<file path="config.mk">
export PLATFORM = sky130hd
export DESIGN_NAME = nucleotide_two_bit_packer
export DESIGN_NICKNAME = d
export VERILOG_FILES = /design/src/sv/ntbp_pkg.sv /design/src/sv/nucleotide_two_bit_packer.sv /design/src/sv/ntbp_base_decode.sv /design/src/sv/ntbp_packer.sv /design/src/sv/ntbp_out_buffer.sv
export SDC_FILE = /design/constraint.sdc
export NUM_CORES = 1
export LEC_CHECK = 0
export BUFFER_PORTS_ARGS = -buffer_cell sky130_fd_sc_hd__clkbuf_2
export CORE_MARGIN = 2
export CORE_UTILIZATION = 59
export DETAILED_ROUTE_END_ITERATION = 12
export PLACE_DENSITY = 0.89
export SYNTH_ARGS = -nofsm -noshare
export SYNTH_HDL_FRONTEND = slang
export SYNTH_HIERARCHICAL = 1
export SYNTH_SLANG_ARGS = --single-unit
</file>
<file path="constraint.sdc">
create_clock -name clock -period 3.9 [get_ports clock]
set_input_delay 0.195 -clock clock [delete_from_list [all_inputs] [get_ports clock]]
set_output_delay 0.195 -clock clock [all_outputs]
set_load 0.1 [all_outputs]
</file>
<file path="src/sv/ntbp_pkg.sv">
// ntbp_pkg: shared types and constants for the nucleotide two-bit packer
// no dependencies; imported by every module of the block

package ntbp_pkg;

   // ascii codes of the four bases, upper and lower case
   localparam logic [7:0] CHAR_A_UP = 8'd65;
   localparam logic [7:0] CHAR_A_LO = 8'd97;
   localparam logic [7:0] CHAR_C_UP = 8'd67;
   localparam logic [7:0] CHAR_C_LO = 8'd99;
   localparam logic [7:0] CHAR_G_UP = 8'd71;
   localparam logic [7:0] CHAR_G_LO = 8'd103;
   localparam logic [7:0] CHAR_T_UP = 8'd84;
   localparam logic [7:0] CHAR_T_LO = 8'd116;

   // two-bit base codes
   localparam logic [1:0] CODE_A = 2'd0;
   localparam logic [1:0] CODE_C = 2'd1;
   localparam logic [1:0] CODE_G = 2'd2;
   localparam logic [1:0] CODE_T = 2'd3;

   localparam int WORD_BITS  = 32;
   localparam int WORD_SLOTS = WORD_BITS / 2;

   // input transaction
   typedef struct packed {
      logic [7:0] base_char;
      logic       final_char;
   } req_type;

   // result transaction
   typedef struct packed {
      logic [WORD_BITS-1:0] packed_word;
      logic                 last_word;
   } rsp_type;

   // decoded base
   typedef struct packed {
      logic       hit;
      logic [1:0] code;
   } base_type;

   // result handed from the packer to the output buffer
   typedef struct packed {
      logic    valid;
      rsp_type data;
   } result_type;

endpackage

</file>
<file path="src/sv/nucleotide_two_bit_packer.sv">
// nucleotide_two_bit_packer: top level, packs dna characters into 32-bit words
// depends on ntbp_pkg, ntbp_packer, ntbp_base_decode and ntbp_out_buffer
//
// channel   ports                          direction  payload
// request   req_valid req_stall req_data   in         req_type (base_char, final_char)
// response  rsp_valid rsp_stall rsp_data   out        rsp_type (packed_word, last_word)
//
// one character is taken every cycle while req_stall is low; the word that a
// closing character completes goes to the result register, or to the skid entry
// while the output stalls. the decode and slot insert sit between the state
// registers and the result register. reset is synchronous and clears all group
// state and both output entries. a one-entry skid behind the result register
// absorbs a stalled word; req_stall is a register output and rises only once that skid entry is full.

module nucleotide_two_bit_packer
   import ntbp_pkg::*;
#(
   parameter int BASES_PER_WORD = 16
)
(
   input  logic    clock,
   input  logic    reset,
   input  logic    req_valid,
   output logic    req_stall,
   input  req_type req_data,
   output logic    rsp_valid,
   input  logic    rsp_stall,
   output rsp_type rsp_data
);

   logic       req_accept;
   logic       skid_full;
   result_type result;

   assign req_stall  = skid_full;
   assign req_accept = req_valid && !req_stall;

   ntbp_packer #(
      .BASES_PER_WORD (BASES_PER_WORD)
   ) u_packer (
      .clock    (clock),
      .reset    (reset),
      .accept   (req_accept),
      .req_data (req_data),
      .result   (result)
   );

   ntbp_out_buffer u_out_buffer (
      .clock     (clock),
      .reset     (reset),
      .result    (result),
      .rsp_stall (rsp_stall),
      .rsp_valid (rsp_valid),
      .rsp_data  (rsp_data),
      .skid_full (skid_full)
   );

   // skid entry only fills behind a held output
   a_skid_behind_output: assert property (@(posedge clock) disable iff (reset)
      skid_full |-> rsp_valid)
      else $error("skid entry full with output register empty");

   // a final character always produces a word by the next cycle
   a_final_emits: assert property (@(posedge clock) disable iff (reset)
      req_accept && req_data.final_char |=> rsp_valid)
      else $error("final character produced no word");

   // a produced result never meets a full skid with a stalled output
   a_no_overflow: assert property (@(posedge clock) disable iff (reset)
      result.valid |-> !skid_full)
      else $error("result arrived while output buffer full");

endmodule

</file>
<file path="src/sv/ntbp_base_decode.sv">
// ntbp_base_decode: maps an ascii character to a two-bit base code
// depends on ntbp_pkg

module ntbp_base_decode
   import ntbp_pkg::*;
(
   input  logic [7:0] base_char,
   output base_type   base
);

   // character decoder, anything that is not a base gives no hit
   always_comb begin
      base = '0;
      unique case (base_char) inside
         CHAR_A_UP, CHAR_A_LO: begin
            base.hit  = 1'b1;
            base.code = CODE_A;
         end
         CHAR_C_UP, CHAR_C_LO: begin
            base.hit  = 1'b1;
            base.code = CODE_C;
         end
         CHAR_G_UP, CHAR_G_LO: begin
            base.hit  = 1'b1;
            base.code = CODE_G;
         end
         CHAR_T_UP, CHAR_T_LO: begin
            base.hit  = 1'b1;
            base.code = CODE_T;
         end
         default: begin
            base = '0;
         end
      endcase
   end

endmodule

</file>
<file path="src/sv/ntbp_packer.sv">
// ntbp_packer: group position, valid count and word accumulator state
// depends on ntbp_pkg and ntbp_base_decode

module ntbp_packer
   import ntbp_pkg::*;
#(
   parameter int BASES_PER_WORD = 16
)
(
   input  logic       clock,
   input  logic       reset,
   input  logic       accept,
   input  req_type    req_data,
   output result_type result
);

   localparam int PW    = $clog2(BASES_PER_WORD + 1);
   localparam int SLOTS = (BASES_PER_WORD < WORD_SLOTS) ? BASES_PER_WORD : WORD_SLOTS;

   logic [PW-1:0]        group_position_ff, group_position_in;
   logic [PW-1:0]        valid_count_ff, valid_count_in;
   logic [WORD_BITS-1:0] word_accumulator_ff, word_accumulator_in;
   logic [WORD_BITS-1:0] word_next;
   logic                 end_group;
   base_type             base;

   ntbp_base_decode u_decode (
      .base_char (req_data.base_char),
      .base      (base)
   );

   // drop the new code into the slot given by the valid count
   always_comb begin
      word_next = word_accumulator_ff;
      for (int i = 0; i < SLOTS; i++) begin
         if (base.hit && (valid_count_ff == PW'(i))) begin
            word_next[2*i +: 2] = base.code;
         end
      end
   end

   assign end_group = (group_position_ff == PW'(BASES_PER_WORD - 1)) || req_data.final_char;

   // next state and result
   always_comb begin
      group_position_in   = group_position_ff;
      valid_count_in      = valid_count_ff;
      word_accumulator_in = word_accumulator_ff;
      result              = '0;
      if (accept) begin
         if (end_group) begin
            result.valid            = 1'b1;
            result.data.packed_word = word_next;
            result.data.last_word   = req_data.final_char;
            group_position_in       = '0;
            valid_count_in          = '0;
            word_accumulator_in     = '0;
         end else begin
            group_position_in   = group_position_ff + PW'(1);
            valid_count_in      = valid_count_ff + PW'(base.hit);
            word_accumulator_in = word_next;
         end
      end
   end

   // state registers
   always_ff @(posedge clock) begin
      if (reset) begin
         group_position_ff   <= '0;
         valid_count_ff      <= '0;
         word_accumulator_ff <= '0;
      end else begin
         group_position_ff   <= group_position_in;
         valid_count_ff      <= valid_count_in;
         word_accumulator_ff <= word_accumulator_in;
      end
   end

endmodule

</file>
<file path="src/sv/ntbp_out_buffer.sv">
// ntbp_out_buffer: result register with one skid entry behind it
// depends on ntbp_pkg

module ntbp_out_buffer
   import ntbp_pkg::*;
(
   input  logic       clock,
   input  logic       reset,
   input  result_type result,
   input  logic       rsp_stall,
   output logic       rsp_valid,
   output rsp_type    rsp_data,
   output logic       skid_full
);

   logic    out_valid_ff, out_valid_in;
   rsp_type out_data_ff, out_data_in;
   logic    skid_valid_ff, skid_valid_in;
   rsp_type skid_data_ff, skid_data_in;
   logic    out_free;

   assign out_free = !out_valid_ff || !rsp_stall;

   // refill output from skid first, else packer; stalled results go to skid
   always_comb begin
      out_valid_in  = out_valid_ff;
      out_data_in   = out_data_ff;
      skid_valid_in = skid_valid_ff;
      skid_data_in  = skid_data_ff;
      if (out_free) begin
         if (skid_valid_ff) begin
            out_valid_in  = 1'b1;
            out_data_in   = skid_data_ff;
            skid_valid_in = 1'b0;
         end else begin
            out_valid_in = result.valid;
            out_data_in  = result.data;
         end
      end else if (result.valid) begin
         skid_valid_in = 1'b1;
         skid_data_in  = result.data;
      end
   end

   // control registers
   always_ff @(posedge clock) begin
      if (reset) begin
         out_valid_ff  <= 1'b0;
         skid_valid_ff <= 1'b0;
      end else begin
         out_valid_ff  <= out_valid_in;
         skid_valid_ff <= skid_valid_in;
      end
   end

   // payload registers
   always_ff @(posedge clock) begin
      out_data_ff  <= out_data_in;
      skid_data_ff <= skid_data_in;
   end

   assign rsp_valid = out_valid_ff;
   assign rsp_data  = out_data_ff;
   assign skid_full = skid_valid_ff;

endmodule
</file>
==> run metrics, run 1 <==
total power 2114 uW; final hold violation count 0; CTS Buffer Depth 2; Initial Util 61.41%; Rows 33; crit-path max FO 21; Mean Syn Cell Area 12.68 um^2; flops & latches, synth 110; WP buf/inv 0; Post-synth top cells edfxtp_1, nand2_1, dfxtp_1; CP endpoint kind register; top-count cell post-synth edfxtp_1; vias per cell 6.318; Synth area leader edfxtp_1; Overflow after GRT 0; Post-synth EDFFs 66; final period utilization 77.77%; WL/cell 17.96 um; Die Y 96.71 um; # setup viols final 0; die area 9353 um^2; post-layout min period 3.033 ns; Leak Pwr 0.002012 uW; PortBufs 46; first-pass GRT wire length 16240 um; 1st-pass router iterations 5; core footprint 8258 um^2; total CTS buffers 9; diode count 0; Max transition margin 48.87%; DRT iter0 DRCs 254; WP data required 4.14 ns; cell mode on critical path ha_1; CTS sink count 110; most used flip-flop cell after synthesis edfxtp_1; Synth area leaders edfxtp_1, dfxtp_1, mux2_4; status completed; layout cells sized above 1 25.69%; Critical Path Max Stage Delay 0.62 ns; Synth Net Count 417; DRC viols 0; vias in the first global route 3390; Top Ports 48; Die X 96.71 um; crit start category register; synthesized area 5071 um^2; CP delay by family, top compound AO/OA/AOI/OAI gates; Synthesis Warnings 6; DRT Wirelength 9716 um; ys async rst share 0%; GP Congestion 0.8792; VDD IR-drop max 0.2078 mV; htree depth 3; Clock Pin Slew Worst Setup and Hold Paths 0.10 ns; critical-path cell list ha_1, and3_1, ha_1, o21a_1, nand2_1, o21ai_0, mux2_4; post-CTS setup buffer count 0; root buffer cell clkbuf_8; antenna violations before repair 0; gr usage total 21.35%; worst hold slack 0.1167 ns; top sig layer met4; final core utilization 66.23%; RSZ-0062 raised after global routing no; met1 WL 4019 um; Worst-Margin Slew 0.7670 ns; post_cts resized 0; Yosys cell types 44; pin count of the biggest net entering global routing 36; Synth Instances 400; post-synthesis sequential area ratio 56.45%; final setup TNS 0 ns; Clock Latency Late Sink 0.38 ns; f_max 329.7 MHz; Worst Hold Class in -> reg; Nets 448; routed vias 3418; Crit path arrival time 3.28 ns; top-area cell type share of the netlist area 39.08%; Final Max Slew Viols 0; CTS tree yes; post-DP HPWL 6302 um; Max Clock Skew 0.01078 ns; area grow syn2layout 7.846%; met2 WL 4773 um; critical-path cell with the highest stage delay o21a_1; Hold-fix buffers, CTS 0; max-cap viol count 0; PD cells 386.5 nW/um^2; Met3 Wirelength 625 um; number of nets with antenna violations after routing 0; Crit Path Class reg -> reg
-- final timing paths --
path	from	to	slack (ns)	cells after the start
max	u_packer/group_position_ff[0]	u_out_buffer/rsp_data[11]	0.87	7
min	reset	u_packer/valid_count_ff[1]	0.12	2
max reg2reg	u_packer/group_position_ff[0]	u_out_buffer/rsp_data[11]	0.87	7
min reg2reg	u_packer/group_position_ff[1]	u_packer/group_position_ff[1]	0.50	2
-- cell usage in the layout (no fill, tap or decap), drive strengths merged, types with 2 or more instances in the layout --
| cell type | netlist | routed |
|---|---|---|
| edfxtp | 66 | 66 |
| clkbuf | 9 | 55 |
| nand2 | 45 | 45 |
| dfxtp | 44 | 44 |
| mux2 | 33 | 33 |
| a32o | 32 | 32 |
| nor2 | 25 | 25 |
| mux2i | 18 | 18 |
| o211ai | 16 | 16 |
| o21ai | 16 | 16 |
| nand3 | 10 | 10 |
| nor3 | 8 | 8 |
| buf | 24 | 7 |
| nand2b | 6 | 6 |
| and3 | 5 | 5 |
| a21oi | 5 | 5 |
| xor2 | 5 | 5 |
| nor2b | 5 | 5 |
| ha | 4 | 4 |
| inv | 3 | 4 |
| clkinv | 0 | 4 |
| nand4 | 3 | 3 |
| nand4bb | 2 | 2 |
| nor4bb | 2 | 2 |
| and3b | 2 | 2 |
| a31oi | 2 | 2 |
-- cell type report --
class	instances	area, um^2
clock inverter	7	72.57
multi-input combinational	254	1983
sequential	110	2864
clock buffer	9	123.9
timing repair buffer	53	282.8
inverter	3	11.26
tap	105	131.4
fill	623	2789
-- sequential cells by signal, summed over array words and instances, names as in the netlist --
name / flops
u_packer/group_position_ff: 5
u_out_buffer/rsp_valid: 1
u_out_buffer/rsp_data: 33
u_packer/word_accumulator_ff: 32
u_packer/valid_count_ff: 5
u_out_buffer/skid_full: 1
u_out_buffer/skid_data_ff: 33
-- logic make-up after synthesis --
kind of cell,after synthesis,share of synthesized area [%]
buffers and inverters,36,4.441
multiplexers,51,13.03
AND/OR/NAND/NOR,122,13.08
flip-flops,110,56.45
AO/OA/AOI/OAI,72,11.15
adder cells (fa/ha/maj),4,0.9870
XOR/XNOR,5,0.8635
-- layer usage --
metal / GRT usage, % / up-vias
li1: - / 1570
met1: 27.60 / 1672
met2: 35.04 / 140
met3: 4.118 / 36
met4: 9.642 / 0
met5: 0 / -
-- worst register-to-register path, cell delays in order, from the launching register on --
cell and delay (ns):
dfxtp_1 0.38, ha_1 0.17, and3_1 0.15, ha_1 0.21
o21a_1 0.62, nand2_1 0.63, o21ai_0 0.52, mux2_4 0.22
-- power breakdown --
group	switching (uW)	internal, uW	total (uW)
Combinational	151	28.6	180
Sequential	5.78	1240	1250
Clock	390	298	688
-- stage by stage --
stage	cells	cell area [um^2]	worst slack [ns]
floorplan	400	5071	1.093
global placement	525	5273	1.075
detailed placement	525	5273	0.9569
CTS	541	5469	0.9415
global route	541	5469	0.7141
finish	541	5469	0.8671
Power figures use the tool's default switching activity.
==> run 2, diff against run 1 <==
--- a/config.mk
+++ b/config.mk
@@ -7,9 +7,9 @@
 export LEC_CHECK = 0
 export BUFFER_PORTS_ARGS = -buffer_cell sky130_fd_sc_hd__clkbuf_2
 export CORE_MARGIN = 2
-export CORE_UTILIZATION = 59
+export CORE_UTILIZATION = 53
 export DETAILED_ROUTE_END_ITERATION = 12
-export PLACE_DENSITY = 0.89
+export PLACE_DENSITY = 0.85
 export SYNTH_ARGS = -nofsm -noshare
 export SYNTH_HDL_FRONTEND = slang
 export SYNTH_HIERARCHICAL = 1
==> constraint.sdc (replaced) <==
create_clock -name clock -period 2.6 [get_ports clock]
set_input_delay 0.13 -clock clock [delete_from_list [all_inputs] [get_ports clock]]
set_output_delay 0.13 -clock clock [all_outputs]
set_load 0.1 [all_outputs]
==> run 2 against run 1 <==
- final area grew 2.3%
- critical endpoint is now u_out_buffer/rsp_data[12]
- global-route usage shrank 1.5 points
- combinational power increased by 51%
- highest routed layer unchanged
- count of clock-buffer cells in the layout increased by 1
- critical path depth rose by 1
==> run metrics, run 2 (same netlist as run 1, synthesis figures left out) <==
WL/cell 16.79 um (-6.5%); root buffer cell clkbuf_8; clock power share 30.9% (-1.6 points); crit-path max FO 16 (-24%); P_sw 826.7 uW (+51%); final setup TNS 0 ns (unchanged); CTS tree yes; area grow syn2layout 10.31%; DRC viols 0 (unchanged); DP Area 5414 um^2 (+2.7%); WHS Path Cells 2 (unchanged); VDD IR-drop max 0.2881 mV (+39%); Initial Util 54.88% (-6.5 points); Die X 101.8 um (+5.3%); Combinational Power Share 8.8% (+0.3 points); final instance area 5594 um^2 (+2.3%); routed vias 3426 (+0.23%); CP Depth 8 (+1); GP Congestion 0.8642 (-1.7%); max-cap viol count 0 (unchanged); Overflow after GRT 0 (unchanged); Crit path arrival time 2.44 ns (-0.84 ns); WP data required 2.75 ns (-1.39 ns); PD cells 553.9 nW/um^2 (+43%); commonest non-fill, non-tap cell in the layout edfxtp_1; number of nets with antenna violations after routing 0 (unchanged); switch share 26.68% (+0.82 points); CP delay by family, top compound AO/OA/AOI/OAI gates; Top Ports 48 (unchanged); total CTS buffers 9 (unchanged); pin count of the biggest net entering global routing 36 (unchanged); layout cells sized above 1 28.06% (+2.4 points); final period utilization 88.11% (+10 points); status completed; PortBufs 46 (unchanged); sequential group share of total power 60.3% (+1.4 points); Leak Pwr 0.002080 uW (+3.4%); DRT iter0 DRCs 217 (-15%); worst hold slack 0.04676 ns (-0.06996 ns); Worst Hold Class in -> reg; Max transition margin 59.33% (+10 points); Final Max Slew Viols 0 (unchanged); vias per cell 5.927 (-6.2%); Clock Pin Slew Worst Setup and Hold Paths 0.11 ns (about the same); diode count 0 (unchanged); Crit Path Class reg -> reg; vias in the first global route 3441 (+1.5%); f_max 436.5 MHz (+32%); cell mode on critical path ha_1; WP buf/inv 1 (+1); critical-path cell list ha_1, and3_1, ha_1, o21a_1, nand2_1, buf_4, o21ai_0, mux2_4; CP endpoint kind register; critical-path cell with the highest stage delay dfxtp_1; RSZ-0062 raised after global routing no; commonest cells after routing, fill and taps aside edfxtp_1, clkbuf_2, nand2_1; Hold-fix buffers, CTS 0 (unchanged); 1st-pass router iterations 6 (+1); core footprint 9240 um^2 (+12%); first-pass GRT wire length 15950 um (-1.8%); gr usage total 19.81% (-1.5 points); Worst R2R Path Depth 8 (+1); Clock Latency Late Sink 0.38 ns (about the same); post_cts resized 0 (unchanged); Rows 35 (+6.1%); post-DP HPWL 6473 um (+2.7%); Die Y 101.8 um (+5.3%); internal power 2272 uW (+45%); die area 10370 um^2 (+11%); Worst-Margin Slew 0.6101 ns (-0.1569 ns); # setup viols final 0 (unchanged); post-CTS setup buffer count 0 (unchanged); Nets 461 (+2.9%); DRT Wirelength 9707 um (about the same); final hold violation count 0 (unchanged); CTS sink count 110 (unchanged); htree depth 3 (unchanged); CTS Buffer Depth 2 (unchanged); Critical Path Max Stage Delay 0.36 ns (-0.26 ns); post-layout min period 2.291 ns (-0.7421 ns); antenna violations before repair 0 (unchanged); crit start category register; Max Clock Skew 0.01238 ns (+0.001598 ns)
==> run 2: power groups by stage <==
stage,Clock (uW),Combinational (uW),Sequential [uW]
after detailed placement,0,273,1910
after global placement,0,268,1910
after floorplan,0,61.6,2070
after global routing,1040,283,1870
after CTS,987,273,1870
final,958,272,1870
==> run 2: stage by stage <==
stage	instances	setup WS (ns)	power, uW	utilization (%)
final	578	0.3092	3099	60.54
after floorplan	400	0.1267	2132	-
after global routing	578	0.1749	3199	60.54
after CTS	578	0.3352	3129	60.54
after detailed placement	562	0.2680	2182	58.59
after global placement	562	0.3315	2175	58.59
==> run 2: final cells by class <==
| cell class | count | area (um^2) |
|---|---|---|
| Inverter | 3 | 11.26 |
| Multi-Input combinational cell | 254 | 1984 |
| Fill cell | 712 | 3646 |
| Tap cell | 129 | 161.4 |
| Clock inverter | 6 | 52.55 |
| Sequential cell | 110 | 2864 |
| Timing Repair Buffer | 66 | 392.9 |
| Clock buffer | 10 | 127.6 |
==> run 2: final timing paths <==
check / slack (ns) / from / end
worst max-delay path: 0.31 / u_packer/group_position_ff[0] / u_out_buffer/rsp_data[12]
worst min-delay path: 0.05 / reset / u_packer/valid_count_ff[0]
worst max register to register: 0.31 / u_packer/group_position_ff[0] / u_out_buffer/rsp_data[12]
worst min register to register: 0.51 / u_packer/word_accumulator_ff[3] / u_packer/word_accumulator_ff[3]
==> run 2: per-layer routing <==
layer / global-route usage (%) / up-vias / share of wire [%]
met1: 24.26 / 1676 / 42
met5: 0 / - / 0
met4: 7.897 / 0 / 1.8
li1: - / 1598 / -
met2: 34.72 / 133 / 51
met3: 3.625 / 19 / 5.3
==> run 3, diff against run 2 <==
--- a/config.mk
+++ b/config.mk
@@ -6,10 +6,11 @@
 export NUM_CORES = 1
 export LEC_CHECK = 0
 export BUFFER_PORTS_ARGS = -buffer_cell sky130_fd_sc_hd__clkbuf_2
+export CAP_MARGIN = 20
 export CORE_MARGIN = 2
-export CORE_UTILIZATION = 53
+export CORE_UTILIZATION = 63
 export DETAILED_ROUTE_END_ITERATION = 12
-export PLACE_DENSITY = 0.85
+export PLACE_DENSITY = 0.94
 export SYNTH_ARGS = -nofsm -noshare
 export SYNTH_HDL_FRONTEND = slang
 export SYNTH_HIERARCHICAL = 1
==> constraint.sdc (replaced) <==
create_clock -name clock -period 2.65 [get_ports clock]
set_input_delay 0.1325 -clock clock [delete_from_list [all_inputs] [get_ports clock]]
set_output_delay 0.1325 -clock clock [all_outputs]
set_load 0.1 [all_outputs]
==> run 3 against run 2 <==
- sequential share of layout area up 0.65 points
- utilization rose by 11 points
- count of clock-buffer cells in the layout unchanged
- hold slack better by 0.0048 ns
- wire length up 2.1%
- non-clock buffer count is 4 lower
- first-iteration DRC count increased by 82%
- critical path type unchanged
- critical endpoint unchanged
- largest power group unchanged
==> run metrics, run 3 (same netlist as run 1, synthesis figures left out) <==
status completed; max-cap viol count 0 (unchanged); post-layout min period 2.330 ns (+0.03934 ns); CP endpoint kind register; Initial Util 65.29% (+10 points); PortBufs 46 (unchanged); htree depth 3 (unchanged); pin count of the biggest net entering global routing 36 (unchanged); commonest non-fill, non-tap cell in the layout edfxtp_1; Leak Pwr 0.002054 uW (-1.3%); f_max 429.2 MHz (-1.7%); core footprint 7767 um^2 (-16%); Top Ports 48 (unchanged); commonest cells after routing, fill and taps aside edfxtp_1, clkbuf_2, nand2_1; Crit path arrival time 2.47 ns (+0.03 ns); non-filler cells, final 547 (-5.4%); VDD IR-drop max 0.3217 mV (+12%); Critical Path Max Stage Delay 0.35 ns (about the same); Worst-Margin Slew 0.7506 ns (+0.1405 ns); CTS Buffer Depth 2 (unchanged); CTS sink count 110 (unchanged); Max Clock Skew 0.01319 ns (+0.0008051 ns); fillcell total 531 (-25%); 1st-pass router iterations 6 (unchanged); die area 8783 um^2 (-15%); diode count 0 (unchanged); root buffer cell clkbuf_8; Rows 32 (-8.6%); CTS tree yes; crit start category register; Die X 93.72 um (-8.0%); Hold-fix buffers, CTS 0 (unchanged); RSZ-0062 raised after global routing no; area grow syn2layout 8.932%; crit-path max FO 18 (+2); layout cells sized above 1 27.42% (-0.65 points); Nets 457 (-0.87%); Final Max Slew Viols 0 (unchanged); final setup TNS 0 ns (unchanged); # setup viols final 0 (unchanged); Worst Hold Class in -> reg; routed vias 3465 (+1.1%); WL/cell 18.12 um (+7.9%); Setup WS pre-CTS 0.2887 ns (+0.02074 ns); Overflow after GRT 0 (unchanged); Die Y 93.72 um (-8.0%); vias per cell 6.335 (+6.9%); GP Congestion 0.8698 (+0.65%); Max transition margin 49.96% (-9.4 points); Crit Path Class reg -> reg; post-CTS setup buffer count 0 (unchanged); critical-path cell list ha_1, and3_1, ha_1, o21a_1, buf_4, o211ai_1, o21ai_0, mux2_4; cell mode on critical path ha_1; PD cells 546.8 nW/um^2 (-1.3%); worst hold slack 0.05156 ns (+0.004798 ns); R2R Setup Slk 0.32 ns (about the same); Clock Latency Late Sink 0.38 ns (about the same); antenna violations before repair 0 (unchanged); dpl cells 531 (-5.5%); post_cts resized 0 (unchanged); Clock Pin Slew Worst Setup and Hold Paths 0.10 ns (about the same); DRC viols 0 (unchanged); DRT iter0 DRCs 396 (+82%); DRT Wirelength 9913 um (+2.1%); first-pass GRT wire length 16130 um (+1.2%); total CTS buffers 9 (unchanged); number of nets with antenna violations after routing 0 (unchanged); final hold violation count 0 (unchanged); vias in the first global route 3404 (-1.1%); WP data required 2.79 ns (+0.04 ns); final setup margin 0.3199 ns (+0.01066 ns); post-DP HPWL 6437 um (-0.55%); final period utilization 87.93% (-0.18 points); critical-path cell with the highest stage delay dfxtp_1; gr usage total 23.72% (+3.9 points)
## run 3: where the power goes
part | internal (uW) | total, uW | switching (uW) | leakage, uW
Clock | 351 | 919 | 569 | 0.0000886
Combinational | 45.1 | 268 | 223 | 0.000948
Sequential | 1820 | 1830 | 8.37 | 0.00102
## run 3: path summary, 6_finish.rpt
path / endpoint / startpoint / depth (start not counted)
hold / removal: u_packer/valid_count_ff[0] / reset / 2
setup reg to reg: u_out_buffer/rsp_data[12] / u_packer/group_position_ff[0] / 8
hold reg to reg: u_packer/word_accumulator_ff[0] / u_packer/word_accumulator_ff[0] / 1
setup / recovery: u_out_buffer/rsp_data[12] / u_packer/group_position_ff[0] / 8
## run 3: metrics by stage
stage | utilization [%] | cell area (um^2) | total power, uW
floorplan | - | 5072 | 2093
global placement | 68.88 | 5350 | 2134
detailed placement | 68.88 | 5350 | 2141
CTS | 71.12 | 5524 | 3037
global route | 71.12 | 5524 | 3111
finish | 71.12 | 5524 | 3021
## run 3: worst max-delay path: cells and delay by family (launching register included)
family / cells / cell delay, ns
AOI/OAI and AO/OA: 3 / 0.59
buffers and inverters: 1 / 0.22
adders and majority gates: 2 / 0.43
DFF: 1 / 0.35
and+or+nand+nor: 1 / 0.18
muxes: 1 / 0.31
## run 3: final cells by class
type / instances / area [um^2] / share of cell area (%)
Multi-Input combinational cell: 254 / 1984 / 35.92
Sequential cell: 110 / 2864 / 51.85
Inverter: 3 / 11.26 / 0.2039
Tap cell: 102 / 127.6 / 2.310
Clock buffer: 10 / 127.6 / 2.310
Timing Repair Buffer: 62 / 362.8 / 6.569
Clock inverter: 6 / 46.29 / 0.8381
## run 3: per-layer routing
layer	vias to the layer above	global-route usage, %	wire length, um	share of wire (%)
met5	-	0	0	0
met4	0	12.08	254	2.6
met3	28	4.254	667	6.7
met2	177	39.29	4940	50
met1	1676	29.88	4051	41
li1	1584	-	-	-
